### config.mk
export PLATFORM = sky130hd
export DESIGN_NAME = bmp_stream_decoder_flat
export DESIGN_NICKNAME = d
export VERILOG_FILES = /design/src/hdl/bsd_pkg.sv /design/src/hdl/bsd_intf.sv /design/src/hdl/bsd_core.sv /design/src/hdl/bsd_out_buf.sv /design/src/hdl/bmp_stream_decoder.sv /design/src/flat_wrapper.sv
export SDC_FILE = /design/constraint.sdc
export NUM_CORES = 1
export LEC_CHECK = 0
export BUFFER_PORTS_ARGS = -buffer_cell sky130_fd_sc_hd__buf_4
export CAP_MARGIN = 15
export CORE_ASPECT_RATIO = 1.75
export CORE_UTILIZATION = 61
export CTS_CLUSTER_DIAMETER = 30
export CTS_CLUSTER_SIZE = 30
export DETAILED_ROUTE_END_ITERATION = 10
export GPL_TIMING_DRIVEN = 0
export PLACE_DENSITY = 0.8
export SYNTH_ARGS = -nofsm -noshare
export SYNTH_HDL_FRONTEND = slang
export SYNTH_SLANG_ARGS = --single-unit
### constraint.sdc
create_clock -name clk -period 18.9 [get_ports clk]
set_clock_uncertainty 0.05 [all_clocks]
set_input_delay 2.835 -clock clk [delete_from_list [all_inputs] [get_ports clk]]
set_output_delay 2.835 -clock clk [all_outputs]
set_load 0.02 [all_outputs]
### src/hdl/bsd_pkg.sv
// Shared constants and result type for the BMP stream decoder.
package bsd_pkg;

    localparam int DIM_W       = 15;
    localparam int ROW_BYTES_W = 17;

    localparam logic [1:0] KIND_HEADER = 2'd0;
    localparam logic [1:0] KIND_PIXEL  = 2'd1;
    localparam logic [1:0] KIND_ERROR  = 2'd2;

    localparam logic [2:0] ERR_NONE        = 3'd0;
    localparam logic [2:0] ERR_TRUNCATED   = 3'd1;
    localparam logic [2:0] ERR_BAD_MAGIC   = 3'd2;
    localparam logic [2:0] ERR_UNSUPPORTED = 3'd3;
    localparam logic [2:0] ERR_BAD_DIMS    = 3'd4;

    localparam logic [DIM_W-1:0] MAX_DIM_RESET = 15'd20000;

    typedef struct packed {
        logic [1:0]       result_kind;
        logic [2:0]       error_code;
        logic [7:0]       red;
        logic [7:0]       green;
        logic [7:0]       blue;
        logic [DIM_W-1:0] out_row;
        logic [DIM_W-1:0] out_column;
        logic [DIM_W-1:0] image_width;
        logic [DIM_W-1:0] image_height;
        logic             last_result;
    } bsd_result_t;

endpackage

### src/hdl/bsd_intf.sv
// Stream and configuration interfaces of the BMP stream decoder.
interface bsd_in_if;
    logic       valid;
    logic       ready;
    logic [7:0] file_byte;
    logic       end_of_file;

    modport source (output valid, output file_byte, output end_of_file, input ready);
    modport sink   (input valid, input file_byte, input end_of_file, output ready);
endinterface

interface bsd_cfg_if;
    logic        valid;
    logic        ready;
    logic [14:0] max_dimension;

    modport source (output valid, output max_dimension, input ready);
    modport sink   (input valid, input max_dimension, output ready);
endinterface

interface bsd_out_if;
    logic        valid;
    logic        ready;
    logic [1:0]  result_kind;
    logic [2:0]  error_code;
    logic [7:0]  red;
    logic [7:0]  green;
    logic [7:0]  blue;
    logic [14:0] out_row;
    logic [14:0] out_column;
    logic [14:0] image_width;
    logic [14:0] image_height;
    logic        last_result;

    modport source (
        output valid, output result_kind, output error_code, output red, output green,
        output blue, output out_row, output out_column, output image_width,
        output image_height, output last_result, input ready
    );
    modport sink (
        input valid, input result_kind, input error_code, input red, input green,
        input blue, input out_row, input out_column, input image_width,
        input image_height, input last_result, output ready
    );
endinterface

### src/hdl/bsd_core.sv
// Byte-at-a-time header capture, header check and pixel unpacking.
module bsd_core
    import bsd_pkg::*;
(
    input  logic        clk,
    input  logic        rst_n,
    bsd_in_if.sink      byte_stream,
    bsd_cfg_if.sink     cfg,
    input  logic        space_ok,
    output logic        res_valid,
    output bsd_result_t res
);

    localparam logic [1:0] PH_HEADER = 2'd0;
    localparam logic [1:0] PH_SKIP   = 2'd1;
    localparam logic [1:0] PH_PIXELS = 2'd2;
    localparam logic [1:0] PH_DONE   = 2'd3;

    localparam logic [31:0] HDR_LAST_BYTE = 32'd53;
    localparam logic [31:0] MIN_INFO_SIZE = 32'd40;
    localparam logic [32:0] FILE_HDR_SIZE = 33'd14;
    localparam logic [15:0] MAGIC_BM      = 16'h4D42;
    localparam logic [15:0] BPP_24        = 16'd24;
    localparam logic [15:0] BPP_32        = 16'd32;

    // Header field byte offsets
    localparam logic [5:0] OFS_PIXOFF = 6'd10;
    localparam logic [5:0] OFS_INFO   = 6'd14;
    localparam logic [5:0] OFS_WIDTH  = 6'd18;
    localparam logic [5:0] OFS_HEIGHT = 6'd22;
    localparam logic [5:0] OFS_PLANES = 6'd26;
    localparam logic [5:0] OFS_BPP    = 6'd28;
    localparam logic [5:0] OFS_COMP   = 6'd30;
    localparam logic [5:0] OFS_END    = 6'd34;

    logic [DIM_W-1:0] max_dim_reg;

    logic [1:0]             phase_reg, phase_next;
    logic [31:0]            byte_pos_reg, byte_pos_next;
    logic [ROW_BYTES_W-1:0] bir_reg, bir_next;
    logic [1:0]             sub_reg, sub_next;
    logic [DIM_W-1:0]       col_reg, col_next;
    logic [DIM_W-1:0]       src_row_reg, src_row_next;
    logic                   neg_height_reg, neg_height_next;

    logic [7:0] held_blue_reg, held_blue_next;
    logic [7:0] held_green_reg, held_green_next;

    logic [15:0] magic_reg;
    logic [31:0] pix_off_reg;
    logic [31:0] info_size_reg;
    logic [31:0] width_raw_reg;
    logic [31:0] height_raw_reg;
    logic [15:0] planes_reg;
    logic [15:0] bpp_reg;
    logic [31:0] comp_reg;

    logic [DIM_W-1:0]       width_reg, height_reg;
    logic [ROW_BYTES_W-1:0] data_len_reg, row_last_reg;
    logic                   ch4_reg;

    logic                   accept;
    logic [5:0]             pos_lo;
    logic [31:0]            height_mag;
    logic [2:0]             hdr_code;
    logic                   width_bad, height_bad;
    logic [ROW_BYTES_W-1:0] w_ext, dl_calc, row_round;
    logic                   ch4_calc;
    logic [1:0]             sub_last;
    logic [DIM_W:0]         src_plus1, col_plus1;

    assign accept            = byte_stream.valid & byte_stream.ready;
    assign byte_stream.ready = space_ok;
    assign cfg.ready         = 1'b1;
    assign pos_lo            = byte_pos_reg[5:0];

    // Header check, evaluated from the captured fields
    always_comb
    begin
        height_mag = height_raw_reg[31] ? (~height_raw_reg + 32'd1) : height_raw_reg;
        width_bad  = width_raw_reg[31] || (width_raw_reg == 32'd0) ||
                     (width_raw_reg > {17'd0, max_dim_reg});
        height_bad = (height_mag == 32'd0) || (height_mag > {17'd0, max_dim_reg});
        if (magic_reg != MAGIC_BM)
            hdr_code = ERR_BAD_MAGIC;
        else if (info_size_reg < MIN_INFO_SIZE)
            hdr_code = ERR_UNSUPPORTED;
        else if (planes_reg != 16'd1)
            hdr_code = ERR_UNSUPPORTED;
        else if (comp_reg != 32'd0)
            hdr_code = ERR_UNSUPPORTED;
        else if (bpp_reg != BPP_24 && bpp_reg != BPP_32)
            hdr_code = ERR_UNSUPPORTED;
        else if (width_bad || height_bad)
            hdr_code = ERR_BAD_DIMS;
        else if ({1'b0, pix_off_reg} < FILE_HDR_SIZE + {1'b0, info_size_reg})
            hdr_code = ERR_UNSUPPORTED;
        else
            hdr_code = ERR_NONE;

        // Row geometry, only meaningful once the header passed
        ch4_calc  = (bpp_reg == BPP_32);
        w_ext     = {2'd0, width_raw_reg[DIM_W-1:0]};
        dl_calc   = ch4_calc ? (w_ext << 2) : (w_ext + (w_ext << 1));
        row_round = (dl_calc + 17'd3) & ~17'd3;
    end

    assign sub_last  = ch4_reg ? 2'd3 : 2'd2;
    assign src_plus1 = {1'b0, src_row_reg} + 16'd1;
    assign col_plus1 = {1'b0, col_reg} + 16'd1;

    always_comb
    begin
        phase_next      = phase_reg;
        byte_pos_next   = byte_pos_reg;
        bir_next        = bir_reg;
        sub_next        = sub_reg;
        col_next        = col_reg;
        src_row_next    = src_row_reg;
        neg_height_next = neg_height_reg;
        held_blue_next  = held_blue_reg;
        held_green_next = held_green_reg;
        res_valid       = 1'b0;
        res             = '0;

        if (accept)
        begin
            case (phase_reg)
                PH_HEADER:
                begin
                    if (byte_pos_reg == HDR_LAST_BYTE)
                    begin
                        res_valid = 1'b1;
                        if (hdr_code != ERR_NONE)
                        begin
                            res.result_kind = KIND_ERROR;
                            res.error_code  = hdr_code;
                            phase_next      = PH_DONE;
                        end
                        else
                        begin
                            neg_height_next  = height_raw_reg[31];
                            res.result_kind  = KIND_HEADER;
                            res.image_width  = width_raw_reg[DIM_W-1:0];
                            res.image_height = height_mag[DIM_W-1:0];
                            phase_next       = PH_SKIP;
                        end
                    end
                end
                PH_SKIP, PH_PIXELS:
                begin
                    if (phase_reg == PH_PIXELS || byte_pos_reg >= pix_off_reg)
                    begin
                        phase_next = PH_PIXELS;
                        if (bir_reg < data_len_reg)
                        begin
                            case (sub_reg)
                                2'd0: held_blue_next = byte_stream.file_byte;
                                2'd1: held_green_next = byte_stream.file_byte;
                                2'd2:
                                begin
                                    res_valid       = 1'b1;
                                    res.result_kind = KIND_PIXEL;
                                    res.red         = byte_stream.file_byte;
                                    res.green       = held_green_reg;
                                    res.blue        = held_blue_reg;
                                    res.out_row     = neg_height_reg ? src_row_reg :
                                                      (height_reg - 15'd1 - src_row_reg);
                                    res.out_column  = col_reg;
                                    res.last_result = (src_plus1 == {1'b0, height_reg}) &&
                                                      (col_plus1 == {1'b0, width_reg});
                                end
                                default: ;  // alpha byte
                            endcase
                            if (sub_reg == sub_last)
                            begin
                                sub_next = 2'd0;
                                col_next = col_plus1[DIM_W-1:0];
                            end
                            else
                                sub_next = sub_reg + 2'd1;
                        end
                        if (bir_reg == row_last_reg)
                        begin
                            bir_next     = '0;
                            sub_next     = 2'd0;
                            col_next     = '0;
                            src_row_next = src_plus1[DIM_W-1:0];
                            if (src_plus1 == {1'b0, height_reg})
                                phase_next = PH_DONE;
                        end
                        else
                            bir_next = bir_reg + 17'd1;
                    end
                end
                default: ;
            endcase

            if (byte_pos_reg != 32'hFFFF_FFFF)
                byte_pos_next = byte_pos_reg + 32'd1;

            if (byte_stream.end_of_file)
            begin
                // early end overrides whatever this byte produced
                if (phase_next != PH_DONE)
                begin
                    res_valid       = 1'b1;
                    res             = '0;
                    res.result_kind = KIND_ERROR;
                    res.error_code  = ERR_TRUNCATED;
                end
                phase_next      = PH_HEADER;
                byte_pos_next   = '0;
                bir_next        = '0;
                sub_next        = 2'd0;
                col_next        = '0;
                src_row_next    = '0;
                neg_height_next = 1'b0;
            end
        end
    end

    always_ff @(posedge clk or negedge rst_n)
    begin
        if (!rst_n)
        begin
            max_dim_reg    <= MAX_DIM_RESET;
            phase_reg      <= PH_HEADER;
            byte_pos_reg   <= '0;
            bir_reg        <= '0;
            sub_reg        <= 2'd0;
            col_reg        <= '0;
            src_row_reg    <= '0;
            neg_height_reg <= 1'b0;
        end
        else
        begin
            if (cfg.valid && cfg.ready)
                max_dim_reg <= cfg.max_dimension;
            phase_reg      <= phase_next;
            byte_pos_reg   <= byte_pos_next;
            bir_reg        <= bir_next;
            sub_reg        <= sub_next;
            col_reg        <= col_next;
            src_row_reg    <= src_row_next;
            neg_height_reg <= neg_height_next;
        end
    end

    // Header fields are fully rewritten by every file before they are checked
    always_ff @(posedge clk)
    begin
        held_blue_reg  <= held_blue_next;
        held_green_reg <= held_green_next;
        if (accept && phase_reg == PH_HEADER)
        begin
            if (pos_lo < 6'd2)
                magic_reg[{pos_lo[0], 3'b000} +: 8] <= byte_stream.file_byte;
            else if (pos_lo >= OFS_PIXOFF && pos_lo < OFS_INFO)
                pix_off_reg[{pos_lo[1:0] - OFS_PIXOFF[1:0], 3'b000} +: 8] <=
                    byte_stream.file_byte;
            else if (pos_lo >= OFS_INFO && pos_lo < OFS_WIDTH)
                info_size_reg[{pos_lo[1:0] - OFS_INFO[1:0], 3'b000} +: 8] <=
                    byte_stream.file_byte;
            else if (pos_lo >= OFS_WIDTH && pos_lo < OFS_HEIGHT)
                width_raw_reg[{pos_lo[1:0] - OFS_WIDTH[1:0], 3'b000} +: 8] <=
                    byte_stream.file_byte;
            else if (pos_lo >= OFS_HEIGHT && pos_lo < OFS_PLANES)
                height_raw_reg[{pos_lo[1:0] - OFS_HEIGHT[1:0], 3'b000} +: 8] <=
                    byte_stream.file_byte;
            else if (pos_lo >= OFS_PLANES && pos_lo < OFS_BPP)
                planes_reg[{pos_lo[0], 3'b000} +: 8] <= byte_stream.file_byte;
            else if (pos_lo >= OFS_BPP && pos_lo < OFS_COMP)
                bpp_reg[{pos_lo[0], 3'b000} +: 8] <= byte_stream.file_byte;
            else if (pos_lo >= OFS_COMP && pos_lo < OFS_END)
                comp_reg[{pos_lo[1:0] - OFS_COMP[1:0], 3'b000} +: 8] <= byte_stream.file_byte;

            if (byte_pos_reg == HDR_LAST_BYTE)
            begin
                width_reg    <= width_raw_reg[DIM_W-1:0];
                height_reg   <= height_mag[DIM_W-1:0];
                ch4_reg      <= ch4_calc;
                data_len_reg <= dl_calc;
                row_last_reg <= row_round - 17'd1;
            end
        end
    end

    a_eof_clears: assert property (@(posedge clk) disable iff (!rst_n)
        accept && byte_stream.end_of_file |=> phase_reg == PH_HEADER && byte_pos_reg == 32'd0)
        else $error("file state not cleared after end of file");

    a_header_dims: assert property (@(posedge clk) disable iff (!rst_n)
        res_valid && res.result_kind == KIND_HEADER |->
            res.image_width != '0 && res.image_height != '0 &&
            res.image_width <= max_dim_reg && res.image_height <= max_dim_reg)
        else $error("header accepted with dimensions out of range");

    a_pixel_column: assert property (@(posedge clk) disable iff (!rst_n)
        res_valid && res.result_kind == KIND_PIXEL |->
            phase_reg != PH_HEADER && col_reg < width_reg && src_row_reg < height_reg)
        else $error("pixel emitted outside the image");

endmodule

### src/hdl/bsd_out_buf.sv
// Result register with one skid entry between decoder and result stream.
module bsd_out_buf
    import bsd_pkg::*;
(
    input  logic        clk,
    input  logic        rst_n,
    input  logic        push,
    input  bsd_result_t res_data,
    output logic        space_ok,
    bsd_out_if.source   result_stream
);

    logic        out_valid_reg, skid_valid_reg;
    bsd_result_t out_data_reg, skid_data_reg;
    logic        pop;

    assign pop      = out_valid_reg & result_stream.ready;
    assign space_ok = ~skid_valid_reg;

    always_ff @(posedge clk or negedge rst_n)
    begin
        if (!rst_n)
        begin
            out_valid_reg  <= 1'b0;
            skid_valid_reg <= 1'b0;
        end
        else if (skid_valid_reg)
        begin
            if (pop)
                skid_valid_reg <= 1'b0;
        end
        else if (push)
        begin
            if (out_valid_reg && !pop)
                skid_valid_reg <= 1'b1;
            else
                out_valid_reg <= 1'b1;
        end
        else if (pop)
            out_valid_reg <= 1'b0;
    end

    always_ff @(posedge clk)
    begin
        if (skid_valid_reg)
        begin
            if (pop)
                out_data_reg <= skid_data_reg;
        end
        else if (push)
        begin
            if (out_valid_reg && !pop)
                skid_data_reg <= res_data;
            else
                out_data_reg <= res_data;
        end
    end

    assign result_stream.valid        = out_valid_reg;
    assign result_stream.result_kind  = out_data_reg.result_kind;
    assign result_stream.error_code   = out_data_reg.error_code;
    assign result_stream.red          = out_data_reg.red;
    assign result_stream.green        = out_data_reg.green;
    assign result_stream.blue         = out_data_reg.blue;
    assign result_stream.out_row      = out_data_reg.out_row;
    assign result_stream.out_column   = out_data_reg.out_column;
    assign result_stream.image_width  = out_data_reg.image_width;
    assign result_stream.image_height = out_data_reg.image_height;
    assign result_stream.last_result  = out_data_reg.last_result;

    a_skid_needs_out: assert property (@(posedge clk) disable iff (!rst_n)
        skid_valid_reg |-> out_valid_reg)
        else $error("skid entry held without a head entry");

    a_no_push_full: assert property (@(posedge clk) disable iff (!rst_n)
        push |-> !skid_valid_reg)
        else $error("request pushed into a full buffer");

    a_skid_fill: assert property (@(posedge clk) disable iff (!rst_n)
        $rose(skid_valid_reg) |-> $past(push && out_valid_reg && !result_stream.ready))
        else $error("skid entry filled without a stalled head");

endmodule

### src/hdl/bmp_stream_decoder.sv
// Top level of the streaming BMP decoder.
// Results are registered in the output buffer before they appear on result_stream.
// Throughput: one file byte per cycle while not stalled, set by the single-pass decode between input and result.
// A stalled result stream fills one skid entry, then byte_stream.ready drops until it drains.
// Reset (rst_n low, asynchronous) clears the decode state and sets max_dimension to 20000.
// Every byte flagged end_of_file returns the file state to reset; max_dimension is kept.
module bmp_stream_decoder
    import bsd_pkg::*;
(
    input logic       clk,
    input logic       rst_n,
    bsd_cfg_if.sink   cfg,
    bsd_in_if.sink    byte_stream,
    bsd_out_if.source result_stream
);

    logic        space_ok;
    logic        res_valid;
    bsd_result_t res;

    bsd_core u_core (
        .clk         (clk),
        .rst_n       (rst_n),
        .byte_stream (byte_stream),
        .cfg         (cfg),
        .space_ok    (space_ok),
        .res_valid   (res_valid),
        .res         (res)
    );

    bsd_out_buf u_out_buf (
        .clk           (clk),
        .rst_n         (rst_n),
        .push          (res_valid),
        .res_data      (res),
        .space_ok      (space_ok),
        .result_stream (result_stream)
    );

endmodule
### src/flat_wrapper.sv
// flat-port wrapper written by rule: the top's interface ports become plain ports
module bmp_stream_decoder_flat import bsd_pkg::*;
  (clk, rst_n, cfg_valid, cfg_max_dimension, cfg_ready, byte_stream_valid, byte_stream_file_byte, byte_stream_end_of_file, byte_stream_ready, result_stream_valid, result_stream_result_kind, result_stream_error_code, result_stream_red, result_stream_green, result_stream_blue, result_stream_out_row, result_stream_out_column, result_stream_image_width, result_stream_image_height, result_stream_last_result, result_stream_ready);
  bsd_cfg_if cfg_i ();
  bsd_in_if byte_stream_i ();
  bsd_out_if result_stream_i ();
  input logic clk;
  input logic rst_n;
  input wire logic [$bits(cfg_i.valid)-1:0] cfg_valid;
  input wire logic [$bits(cfg_i.max_dimension)-1:0] cfg_max_dimension;
  output wire logic [$bits(cfg_i.ready)-1:0] cfg_ready;
  input wire logic [$bits(byte_stream_i.valid)-1:0] byte_stream_valid;
  input wire logic [$bits(byte_stream_i.file_byte)-1:0] byte_stream_file_byte;
  input wire logic [$bits(byte_stream_i.end_of_file)-1:0] byte_stream_end_of_file;
  output wire logic [$bits(byte_stream_i.ready)-1:0] byte_stream_ready;
  output wire logic [$bits(result_stream_i.valid)-1:0] result_stream_valid;
  output wire logic [$bits(result_stream_i.result_kind)-1:0] result_stream_result_kind;
  output wire logic [$bits(result_stream_i.error_code)-1:0] result_stream_error_code;
  output wire logic [$bits(result_stream_i.red)-1:0] result_stream_red;
  output wire logic [$bits(result_stream_i.green)-1:0] result_stream_green;
  output wire logic [$bits(result_stream_i.blue)-1:0] result_stream_blue;
  output wire logic [$bits(result_stream_i.out_row)-1:0] result_stream_out_row;
  output wire logic [$bits(result_stream_i.out_column)-1:0] result_stream_out_column;
  output wire logic [$bits(result_stream_i.image_width)-1:0] result_stream_image_width;
  output wire logic [$bits(result_stream_i.image_height)-1:0] result_stream_image_height;
  output wire logic [$bits(result_stream_i.last_result)-1:0] result_stream_last_result;
  input wire logic [$bits(result_stream_i.ready)-1:0] result_stream_ready;
  assign cfg_i.valid = cfg_valid;
  assign cfg_i.max_dimension = cfg_max_dimension;
  assign cfg_ready = cfg_i.ready;
  assign byte_stream_i.valid = byte_stream_valid;
  assign byte_stream_i.file_byte = byte_stream_file_byte;
  assign byte_stream_i.end_of_file = byte_stream_end_of_file;
  assign byte_stream_ready = byte_stream_i.ready;
  assign result_stream_valid = result_stream_i.valid;
  assign result_stream_result_kind = result_stream_i.result_kind;
  assign result_stream_error_code = result_stream_i.error_code;
  assign result_stream_red = result_stream_i.red;
  assign result_stream_green = result_stream_i.green;
  assign result_stream_blue = result_stream_i.blue;
  assign result_stream_out_row = result_stream_i.out_row;
  assign result_stream_out_column = result_stream_i.out_column;
  assign result_stream_image_width = result_stream_i.image_width;
  assign result_stream_image_height = result_stream_i.image_height;
  assign result_stream_last_result = result_stream_i.last_result;
  assign result_stream_i.ready = result_stream_ready;
  bmp_stream_decoder u_core (.clk(clk), .rst_n(rst_n), .cfg(cfg_i), .byte_stream(byte_stream_i), .result_stream(result_stream_i));
endmodule
Word-level counts from Yosys, hierarchy flattened
Cells that the tools add are included.

Input port bits: 29. Flip-flop bits (word level): 570. Output and inout bits: 93. Word-level logic and storage cells: 264.

Bitwise logic cells: 11. Mux-type cells: 94. Shift operators: 4. $add $sub $neg: 15. Order comparisons: 21. Reductions and logical operators: 54. Equal/unequal tests: 20.

Operators by type and width (number): $mux W90 (7); $mux W54 (4); $mux W15 (11); $bwmux W32 (5); $mux W32 (3); $mux W30 (3); $mux W17 (5); $add A32 B1 Y32 const B (2); $gt A32 B15 Y1 (2); $logic_not A32 Y1 (2); $bwmux W16 (3); $add A4 B32 Y33 const A (1); $lt A32 B33 Y1 (1); $add A15 B1 Y16 const B (2); $eq A16 B15 Y1 (2); $eq A32 B6 Y1 const B (1); $ge A32 B32 Y1 (1); $lt A32 B6 Y1 const B (1); $ne A32 B32 Y1 const B (1); $not A32 Y32 (1); $reduce_bool A32 Y1 (1); $shift A8 B7 Y32 const A (1); $shiftx A8 B7 Y32 (1); $ge A6 B5 Y1 const B (5); other kinds (52) (153).

Depth between registers and ports, before layout
Gate-level depths: netlist (run 1).

Depth in word-level cells: 24. Gate-level depth with buffers: 20. Gate-level depth less buffers: 18.

By module
From an unflattened synthesis (run 1), not the netlist that was laid out.

Cells, all modules: 2620. Area, all modules: 29951.2 um^2.

Modules (own cells, without submodules): bsd_core (seq. area each 11101.9 um^2, cells an instance 2327, area an instance 23161.0 um^2, instances 1); bsd_out_buf (seq. area each 5455.2 um^2, cells an instance 293, area an instance 6790.3 um^2, instances 1).

Worst setup path after synthesis (run 1)
No wires, ideal clock.

Kind: input port to flip-flop. From: in byte_stream_valid. To: reg u_core.u_out_buf.out_data_reg, in the netlist u_core.u_out_buf.result_stream.image_width[12], data pin. Stages on the path: 7. Arrival time: 8.813 ns. Setup time: 0.153 ns. Required time: 18.697 ns. Slack: 9.885 ns. Path buffers: 2. Path through: nor2b_1 > nand2_1 > nor3_1 > o2111ai_1 > clkbuf_1 > clkbuf_1 > o21ai_0.

Cells in the longest elaborated chain, start to end: 5.

RTL lines: from (decl) (line flat_wrapper.sv:12) `input wire logic [$bits(byte_stream_i.valid)-1:0] byte_stream_valid;`; $and A1 B1 Y1 (line bsd_core.sv:72) `assign accept = byte_stream.valid & byte_stream.ready;`; $mux W90 (line bsd_core.sv:126) `if (accept)`; $mux W90 (line bsd_out_buf.sv:52) `if (out_valid_reg && !pop)`; $mux W90 (line bsd_out_buf.sv:50) `else if (push)`; $mux W90 (line bsd_out_buf.sv:45) `if (skid_valid_reg)`; to (signal assigned) (line bsd_out_buf.sv:48) `out_data_reg <= skid_data_reg;`; to (signal assigned) (line bsd_out_buf.sv:55) `out_data_reg <= res_data;`; to (decl) (line bsd_out_buf.sv:14) `bsd_result_t out_data_reg, skid_data_reg;`.

Every way passes these cells. The select of a mux whose other input is x is not followed. A chain may end at the register's enable or synchronous reset.

Worst setup path after layout (run 1)
From: reg u_core.u_core.height_raw_reg[0]. To: reg u_core.u_out_buf.out_data_reg, in the netlist u_core.u_out_buf.result_stream.image_width[13], data pin.

Cells in the longest elaborated chain, start to end: 24. Elaborated cells between the ends (all ways): 28. Those cells by class: 1 x add/sub; 1 x order compare; 1 x eq/ne; 20 x mux; 1 x bitwise; 4 x reduce/logical.

RTL lines: from (decl) (line bsd_core.sv:53) `logic [31:0] height_raw_reg;`; from (signal, indexed assignment) (line bsd_core.sv:269) `height_raw_reg[{pos_lo[1:0] - OFS_HEIGHT[1:0], 3'b000} +: 8] <=`; $not A32 Y32 * (line bsd_core.sv:80) `height_mag = height_raw_reg[31] ? (~height_raw_reg + 32'd1) : height_raw_reg;`; $add A32 B1 Y32 * (line bsd_core.sv:80); $mux W32 * (line bsd_core.sv:80); named net u_core.u_core.height_mag[12] (line bsd_core.sv:64) `logic [31:0] height_mag;`; $gt A32 B15 Y1 / $logic_not A32 Y1 (equally long branches) (line bsd_core.sv:83) `height_bad = (height_mag == 32'd0) || (height_mag > {17'd0, max_dim_reg});`; $logic_or A1 B1 Y1 * (line bsd_core.sv:83); $logic_or A1 B1 Y1 * (line bsd_core.sv:94) `else if (width_bad || height_bad)`; $mux W3 * (line bsd_core.sv:94); [9 not listed]; $mux W2 (line bsd_core.sv:126); $ne A2 B2 Y1 (line bsd_core.sv:205) `if (phase_next != PH_DONE)`; $mux W90 (line bsd_core.sv:205); $mux W90 * (line bsd_core.sv:202) `if (byte_stream.end_of_file)`; $mux W90 * (line bsd_core.sv:126); $mux W90 * (line bsd_out_buf.sv:52); $mux W90 * (line bsd_out_buf.sv:50); $mux W90 * (line bsd_out_buf.sv:45).

The timed path passes the listed nets; every way through them passes the cells marked *. The select of a mux whose other input is x is not followed.

==> metrics.md, run 1 <==
| Metric | Value |
|---|---|
| Setup CP Type | flop to flop |
| Area growth from synthesis to layout | 15.66% |
| All-Layer GR Usage | 36.62% |
| # rows | 106 |
| Area of the mapped netlist | 29410 um^2 |
| N_diodes | 0 |
| Crit-path cells | inv_1 > ha_1 > nor4b_1 > nand3_1 > o21ai_0 > xor2_1 > inv_1 > ha_1 > nand4_1 > or4_1 > mux2i_1 > nor2_1 > nor4b_1 > o2111ai_1 > nor3_2 > o2111ai_1 > clkbuf_1 > clkbuf_1 > o21ai_0 |
| Number of flip-flops in the largest register | 90 |
| Max rail drop VDD | 0.09027 mV |
| Period utilisation layout | 35.51% |
| Final Hold Fails | 0 |
| Initial antenna violation count | 1 |
| Initial core utilization | 61.60% |
| Max clock buf depth | 3 |
| Via count | 22.74k |
| Post-synth top flop | edfxtp_1 |
| Final wirelength | 88.66 mm |
| Final Max Tran Viols | 0 |
| CTS Buf Count | 76 |
| Actual slew at the worst max-slew pin | 1.196 ns |
| Latest clock arrival within the worst-skew pair | 0.62 ns |
| Syn_nets | 2829 |
| H-tree lvl count | 3 |
| Clock tree sinks | 568 |
| CP required | 19.29 ns |
| Slew headroom | 19.11% |
| Synth cell types | 88 |
| Drt first-iter violations | 2449 |
| Post-route ant nets | 0 |
| Drt pass-1 iters | 9 |
| Endpoints failing setup | 0 |
| Outcome | finished clean |
| Fmax | 149.0 MHz |
| # IOs | 122 |
| Post-cts repair resize count | 0 |
| Critical Path AT | 7.11 ns |
| RSZ-0062 raised after global routing | no |
| Vias in the first global route | 22.99k |
| Setup TNS | 0 ns |
| Drt drc | 0 |
| Pwr dens | 97.76 nW/um^2 |
| Slowest CP cell | nor4b_1 |
| # Post-CTS Setup Buffers | 0 |
| Nets | 3042 |
| Leak Pwr | 0.01300 uW |
| Mean post-synth cell area | 11.17 um^2 |
| Synth warn | 0 |
| Largest net degree at the start of global routing | 64 |
| Number of synthesized flops with an enable pin | 467 |
| First-pass GRT wire length | 132.1 mm |
| Die Y | 292.5 um |
| # placed instances | 3361 |
| Total core area | 47750 um^2 |
| GPL Wtd Cong | 1.012 |
| Critical Path Start Type | flop |
| IO buf count | 119 |
| FF+latch count, synth | 568 |
| Post-route insts no fill | 3502 |
| Seq/Total Area, Yosys | 56.30% |
| Crit path capture type | flop |
| CTS tree | built |
| Die Span X | 168.0 um |
| CTS clk-pin slew, worst paths | 0.06 ns |
| Die footprint | 49130 um^2 |
| Post-DP HPWL | 66.57 mm |
| Post-layout minimum cycle time | 6.712 ns |
| Grt ovf | 0 |
| # hold bufs at CTS | 0 |
| Largest stage delay on the critical path | 0.84 ns |
| Vias per cell | 6.494 |
| CTS root buffer | clkbuf_16 |
| Fraction of registers with async set/reset | 17.78% |
| Crit path max fanout | 10 |
| Drt wl/cell | 25.32 um |
| Cells after Synth | 2633 |
| Hold crit path type | flop to flop |
| Share of cells above drive strength 1 | 10.73% |
| Max-cap violations | 0 |
==> power breakdown <==
part	switching [uW]	internal [uW]
logic	266	107
clock network	585	918
registers	30.4	1420
==> worst max-delay path: cells and delay by family, from the launching register on <==
kind / cells / cell delay [ns]
compound gates: 4 / 1.09
xor+xnor: 1 / 0.35
fa+ha+maj: 2 / 0.57
buf+inv: 4 / 1.14
flops: 1 / 0.52
mux: 1 / 0.19
simple gates: 7 / 2.62
==> cells in the final DEF (no fill, tap or decap), types with 73 or more instances in the layout <==
cell	n
clkbuf_16	79
nor2_1	221
inv_1	163
ha_1	165
nand2_1	217
nand3_1	78
buf_4	127
and2_1	73
xnor2_1	96
dfrtp_1	96
o21ai_0	170
edfxtp_1	467
clkbuf_1	91
a21oi_1	101
==> cells in the mapped netlist, drive strengths merged, types with 56 or more instances <==
library cell  instances  area share, %
clkbuf               87            1.1
nand4                56            1.2
nor2                221            2.8
xor2                 69            2.1
o21ai               172            2.9
a21oi               102            1.7
xnor2                96            2.9
nor3                 64            1.1
ha                  165            7.0
edfxtp              467             48
inv                 163            2.1
and2                 75            1.6
nor4                 63            1.4
nand2               217            2.8
nand3                78            1.3
dfrtp                96            8.2
==> path summary, 6_finish.rpt <==
path | start | end | slack [ns] | depth (start not counted)
worst min-delay path | u_core.u_core.sub_reg[1] | u_core.u_core.sub_reg[1] | 0.48 | 2
worst max-delay path | u_core.u_core.height_raw_reg[0] | u_core.u_out_buf.result_stream.image_width[13] | 12.19 | 19
min in group asynchronous | rst_n | u_core.u_core.col_reg[6] | 2.17 | 1
worst max register to register | u_core.u_core.height_raw_reg[0] | u_core.u_out_buf.result_stream.image_width[13] | 12.19 | 19
worst min register to register | u_core.u_core.sub_reg[1] | u_core.u_core.sub_reg[1] | 0.48 | 2
max in group asynchronous | rst_n | u_core.u_core.byte_pos_reg[26] | 15.83 | 2
==> logic make-up (layout without fill, tap and decap cells) <==
family | Yosys count | in the layout | synth area share (%)
multiplexers | 13 | 13 | 0.4510
AO/OA/AOI/OAI | 531 | 531 | 11.80
adder cells (fa/ha/maj) | 167 | 167 | 7.156
buffers and inverters | 265 | 540 | 3.476
AND/OR/NAND/NOR | 923 | 923 | 15.90
XOR/XNOR | 165 | 165 | 4.914
other | 1 | 1 | 0.01275
flip-flops | 568 | 568 | 56.30
==> area by class of cell <==
type                       count  area, um^2
inverter                     168       630.6
sequential                   568       16560
clock inverter                50       633.1
fill                        3319       13730
clock buffer                  90        2068
timing repair buffer         135        1124
multi-input combinational   1800       11870
tap                          594       743.2
buffer                        97       391.6
==> per-layer routing <==
metal | track usage, % | wire length, um
met3 | 6.742 | 6383
met2 | 64.75 | 44810
met5 | 0 | 0
met1 | 36.02 | 28240
met4 | 33.72 | 9236
==> through the flow <==
step,power [uW],instance area (um^2),hold slack (ns),setup slack [ns],utilization (%)
floorplan,1668,29410,0.4253,9.885,-
global placement,1821,31050,0.4501,6.599,65.03
detailed placement,1831,31310,0.4619,12.10,65.57
CTS,3313,34010,0.4766,12.40,71.23
global route,3403,34020,0.5042,11.81,71.24
finish,3325,34020,0.4764,12.19,71.24
Power figures use the tool's default switching activity.
==> run 2, diff against run 1 <==
--- a/config.mk
+++ b/config.mk
@@ -5,15 +5,16 @@
 export SDC_FILE = /design/constraint.sdc
 export NUM_CORES = 1
 export LEC_CHECK = 0
+export ABC_AREA = 1
 export BUFFER_PORTS_ARGS = -buffer_cell sky130_fd_sc_hd__buf_4
 export CAP_MARGIN = 15
 export CORE_ASPECT_RATIO = 1.75
-export CORE_UTILIZATION = 61
+export CORE_UTILIZATION = 57
 export CTS_CLUSTER_DIAMETER = 30
 export CTS_CLUSTER_SIZE = 30
 export DETAILED_ROUTE_END_ITERATION = 10
 export GPL_TIMING_DRIVEN = 0
-export PLACE_DENSITY = 0.8
+export PLACE_DENSITY = 0.78
 export SYNTH_ARGS = -nofsm -noshare
 export SYNTH_HDL_FRONTEND = slang
 export SYNTH_SLANG_ARGS = --single-unit
==> constraint.sdc (replaced) <==
create_clock -name clk -period 5.5 [get_ports clk]
set_clock_uncertainty 0.05 [all_clocks]
set_input_delay 0.825 -clock clk [delete_from_list [all_inputs] [get_ports clk]]
set_output_delay 0.825 -clock clk [all_outputs]
set_load 0.02 [all_outputs]
==> run 2 against run 1 <==
- die area grew 9.9%
- combinational power grew to 5.4 times the previous value
- global-route usage shrank 2.8 points
- highest routed layer is now met5
- sequential share of layout area shrank 1.6 points
- utilization shrank 4.1 points
- first-iteration DRC count shrank 16%
- maximum frequency grew 26%
- largest power group is now sequential cells
- non-clock buffer count shrank 18
- cell area grew 3.3%
- flip-flop and latch count is the same
- clock-buffer cell count shrank 7
- via count grew 7.8%
==> metrics.md, run 2 <==
| Metric | Value |
|---|---|
| Outcome | finished clean |
| FF+latch count, synth | 568 |
| Most common cell after layout, fill and taps aside | nand2_1 |
| Area growth from synthesis to layout | 16.27% |
| Syn_nets | 3409 |
| Post-DP HPWL | 66.90 mm |
| Leak Pwr | 0.01496 uW |
| Vias in the first global route | 24.27k |
| Number of flip-flops in the largest register | 90 |
| Die Span X | 176.1 um |
| # hold bufs at CTS | 0 |
| Nets | 3634 |
| Final wirelength | 90.46 mm |
| Synth warn | 0 |
| Vias per cell | 5.867 |
| # IOs | 122 |
| Number of synthesized flops with an enable pin | 467 |
| Die Y | 306.6 um |
| Drt first-iter violations | 2055 |
| Largest area contributor in the netlist | edfxtp_1 |
| Yosys top cell area share | 46.39% |
| Fraction of registers with async set/reset | 17.78% |
| Sequential Power Share | 42.8% |
| IO buf count | 118 |
| Reg-to-Reg Start | u_core.u_core.info_size_reg[1] |
| Multiplexer share of the synthesized area | 0.03725% |
| Max rail drop VDD | 0.2615 mV |
| Fmax | 187.3 MHz |
| Cells after Synth | 3213 |
| Most frequent cells in the layout | 659 x nand2_1, 467 x edfxtp_1, 430 x inv_1 |
| DP Area | 32180 um^2 |
| Mean post-synth cell area | 9.408 um^2 |
| Simple-Gate Fraction of Synth Area | 21.57% |
| RR Endpoint | u_core.u_out_buf.result_stream.blue[1] |
| Worst hold slack | 0.05239 ns |
| Crit path max fanout | 33 |
| Final design utilization | 67.12% |
| P_int | 8598 uW |
| Crit path capture type | flop |
| CP required | 5.73 ns |
| Post-layout minimum cycle time | 5.338 ns |
| Endpoints failing setup | 0 |
| Synth Area in Adders | 6.962% |
| Net Sw Frac | 30.34% |
| Drt pass-1 iters | 6 |
| Slowest CP cell | edfxtp_1 |
| Share of cells above drive strength 1 | 11.20% |
| R2r setup slk | 0.16 ns |
| Design area | 35150 um^2 |
| Area of the mapped netlist | 30230 um^2 |
| Comb pwr share | 16.4% |
| Filler Cell Count | 4020 |
| Largest net degree at the start of global routing | 74 |
| Seq/Total Area, Yosys | 54.78% |
| Final Hold Fails | 0 |
| # rows | 111 |
| First-pass GRT wire length | 135.2 mm |
| Pwr dens | 351.2 nW/um^2 |
| Post-route ant nets | 0 |
| GPL Wtd Cong | 1.023 |
| Xor-xnor portion of the synthesized cell area | 2.985% |
| CTS root buffer | clkbuf_16 |
| Largest stage delay on the critical path | 0.36 ns |
| Synth cell types | 58 |
| All-Layer GR Usage | 33.86% |
| Actual slew at the worst max-slew pin | 1.293 ns |
| Initial core utilization | 57.73% |
| Max-cap violations | 0 |
| Area contributors post-synth | edfxtp_1 46%, nand2_1 8.2%, dfrtp_1 7.9% |
| Critical Path Start Type | flop |
| Via count | 24.52k |
| Hold crit path type | primary input to async pin |
| Latest clock arrival within the worst-skew pair | 0.63 ns |
| Clock tree sinks | 568 |
| Most frequent cells after synthesis | 661 x nand2_1, 467 x edfxtp_1, 431 x inv_1, 374 x nor2_1, 165 x ha_1 |
| CTS Buf Count | 74 |
| Period utilisation layout | 97.06% |
| Count leader, synth | nand2_1 |
| Critical Path AT | 5.57 ns |
| Total core area | 52360 um^2 |
| Drt drc | 0 |
| Grt ovf | 0 |
| Slew headroom | 11.60% |
| Final Max Tran Viols | 0 |
| Post-synth top flop | edfxtp_1 |
| CTS tree | built |
| Max clock buf depth | 3 |
| CTS clk-pin slew, worst paths | 0.06 ns |
| Most frequent CP cell | nand2_1 |
| Die footprint | 53990 um^2 |
| Synth Area in Compound Gates | 7.078% |
| Clk pwr share | 40.8% |
| Initial antenna violation count | 1 |
| Drt wl/cell | 21.65 um |
| R2r worst-path depth | 31 |
| Net Sw Power | 3745 uW |
| Main combinational cell family by area after synthesis | simple AND/OR/NAND/NOR gates |
| H-tree lvl count | 3 |
| Setup CP Type | flop to flop |
[run 2: cell count changes after synthesis, moves of 48 or more]
cell     change
xnor2_1     -71
nor2_1     +153
inv_1      +268
a22o_1      -48
nand4_1     +53
and2_1      -71
nand2_1    +444
nand3_1     +71
[run 2: kinds of logic (layout without fill, tap and decap cells)]
logic type / count (synthesis) / count (layout)
muxes: 1 / 1
xor gates and xnor gates: 103 / 103
DFF: 568 / 568
AOI/OAI and AO/OA: 374 / 374
other: 1 / 2
buffers and inverters: 509 / 795
adders and majority gates: 167 / 167
and+or+nand+nor: 1490 / 1491
[run 2: worst max path at each step]
stage,start,end,slack [ns]
after floorplan,u_core.u_core.info_size_reg[1],u_core.u_out_buf.skid_data_reg[0],0.006
after global placement,u_core.u_core.info_size_reg[1],u_core.u_out_buf.skid_data_reg[73],-2.13
after detailed placement,u_core.u_core.info_size_reg[1],u_core.u_out_buf.skid_data_reg[73],-1.07
after CTS,u_core.u_core.info_size_reg[1],u_core.u_out_buf.skid_data_reg[13],0.02
after global routing,u_core.u_core.info_size_reg[1],u_core.u_out_buf.result_stream.blue[1],-0.06
final,u_core.u_core.info_size_reg[1],u_core.u_out_buf.result_stream.blue[1],0.16
[run 2: critical path, delay by kind of cell (launching register included)]
family / cells / cell delay, ns
adders and majority gates: 2 / 0.60
DFF: 1 / 0.36
AOI/OAI and AO/OA: 5 / 0.64
buffers and inverters: 3 / 0.47
and+or+nand+nor: 21 / 2.83
[run 2: routing by layer]
metal / track usage, % / routed length (um) / vias up / share of wire, %
li1: - / - / 11410 / -
met1: 32.58 / 28690 / 11530 / 32
met2: 60.20 / 46300 / 1155 / 51
met3: 5.774 / 5924 / 423 / 6.5
met4: 32.11 / 9530 / 2 / 11
met5: 0 / 13 / - / 0.014
[run 2: cell type report]
type | count | area, um^2 | area share, %
diodes | 1 | 2.502 | 0.007120
plain buffers | 67 | 344.1 | 0.9790
clock buffers | 83 | 1969 | 5.604
clock inverters | 55 | 653.1 | 1.858
inverters | 442 | 1663 | 4.731
multi-input cells | 2137 | 11820 | 33.63
flip-flops and latches | 568 | 16560 | 47.11
well taps | 678 | 848.3 | 2.414
repair buffers | 147 | 1280 | 3.642
repair inverters | 1 | 7.507 | 0.02136
[run 2: through the flow]
stage | setup slack [ns] | std cells | TNS, ns | total power [uW]
floorplan | 0.005788 | 3213 | 0 | 6385
global placement | -2.134 | 4009 | -440.40 | 7204
detailed placement | -1.066 | 4020 | -135.74 | 7274
CTS | 0.02120 | 4167 | 0 | 12310
global route | -0.06033 | 4178 | -3.695 | 12680
finish | 0.1619 | 4179 | 0 | 12340
[run 2: power groups by stage]
stage	clock [uW]	combinational [uW]	sequential [uW]
floorplan	0	910	5480
global placement	0	1840	5370
detailed placement	0	1910	5360
CTS	5060	1980	5280
global route	5220	2160	5300
finish	5040	2020	5280
[run 2: what timing repair did]
action                     in CTS  in global routing
gates cloned                    5                  0
setup endpoints to repair     244                275
pin swaps                       4                  7
setup buffers                   4                  9
gates resized for setup        20                  7
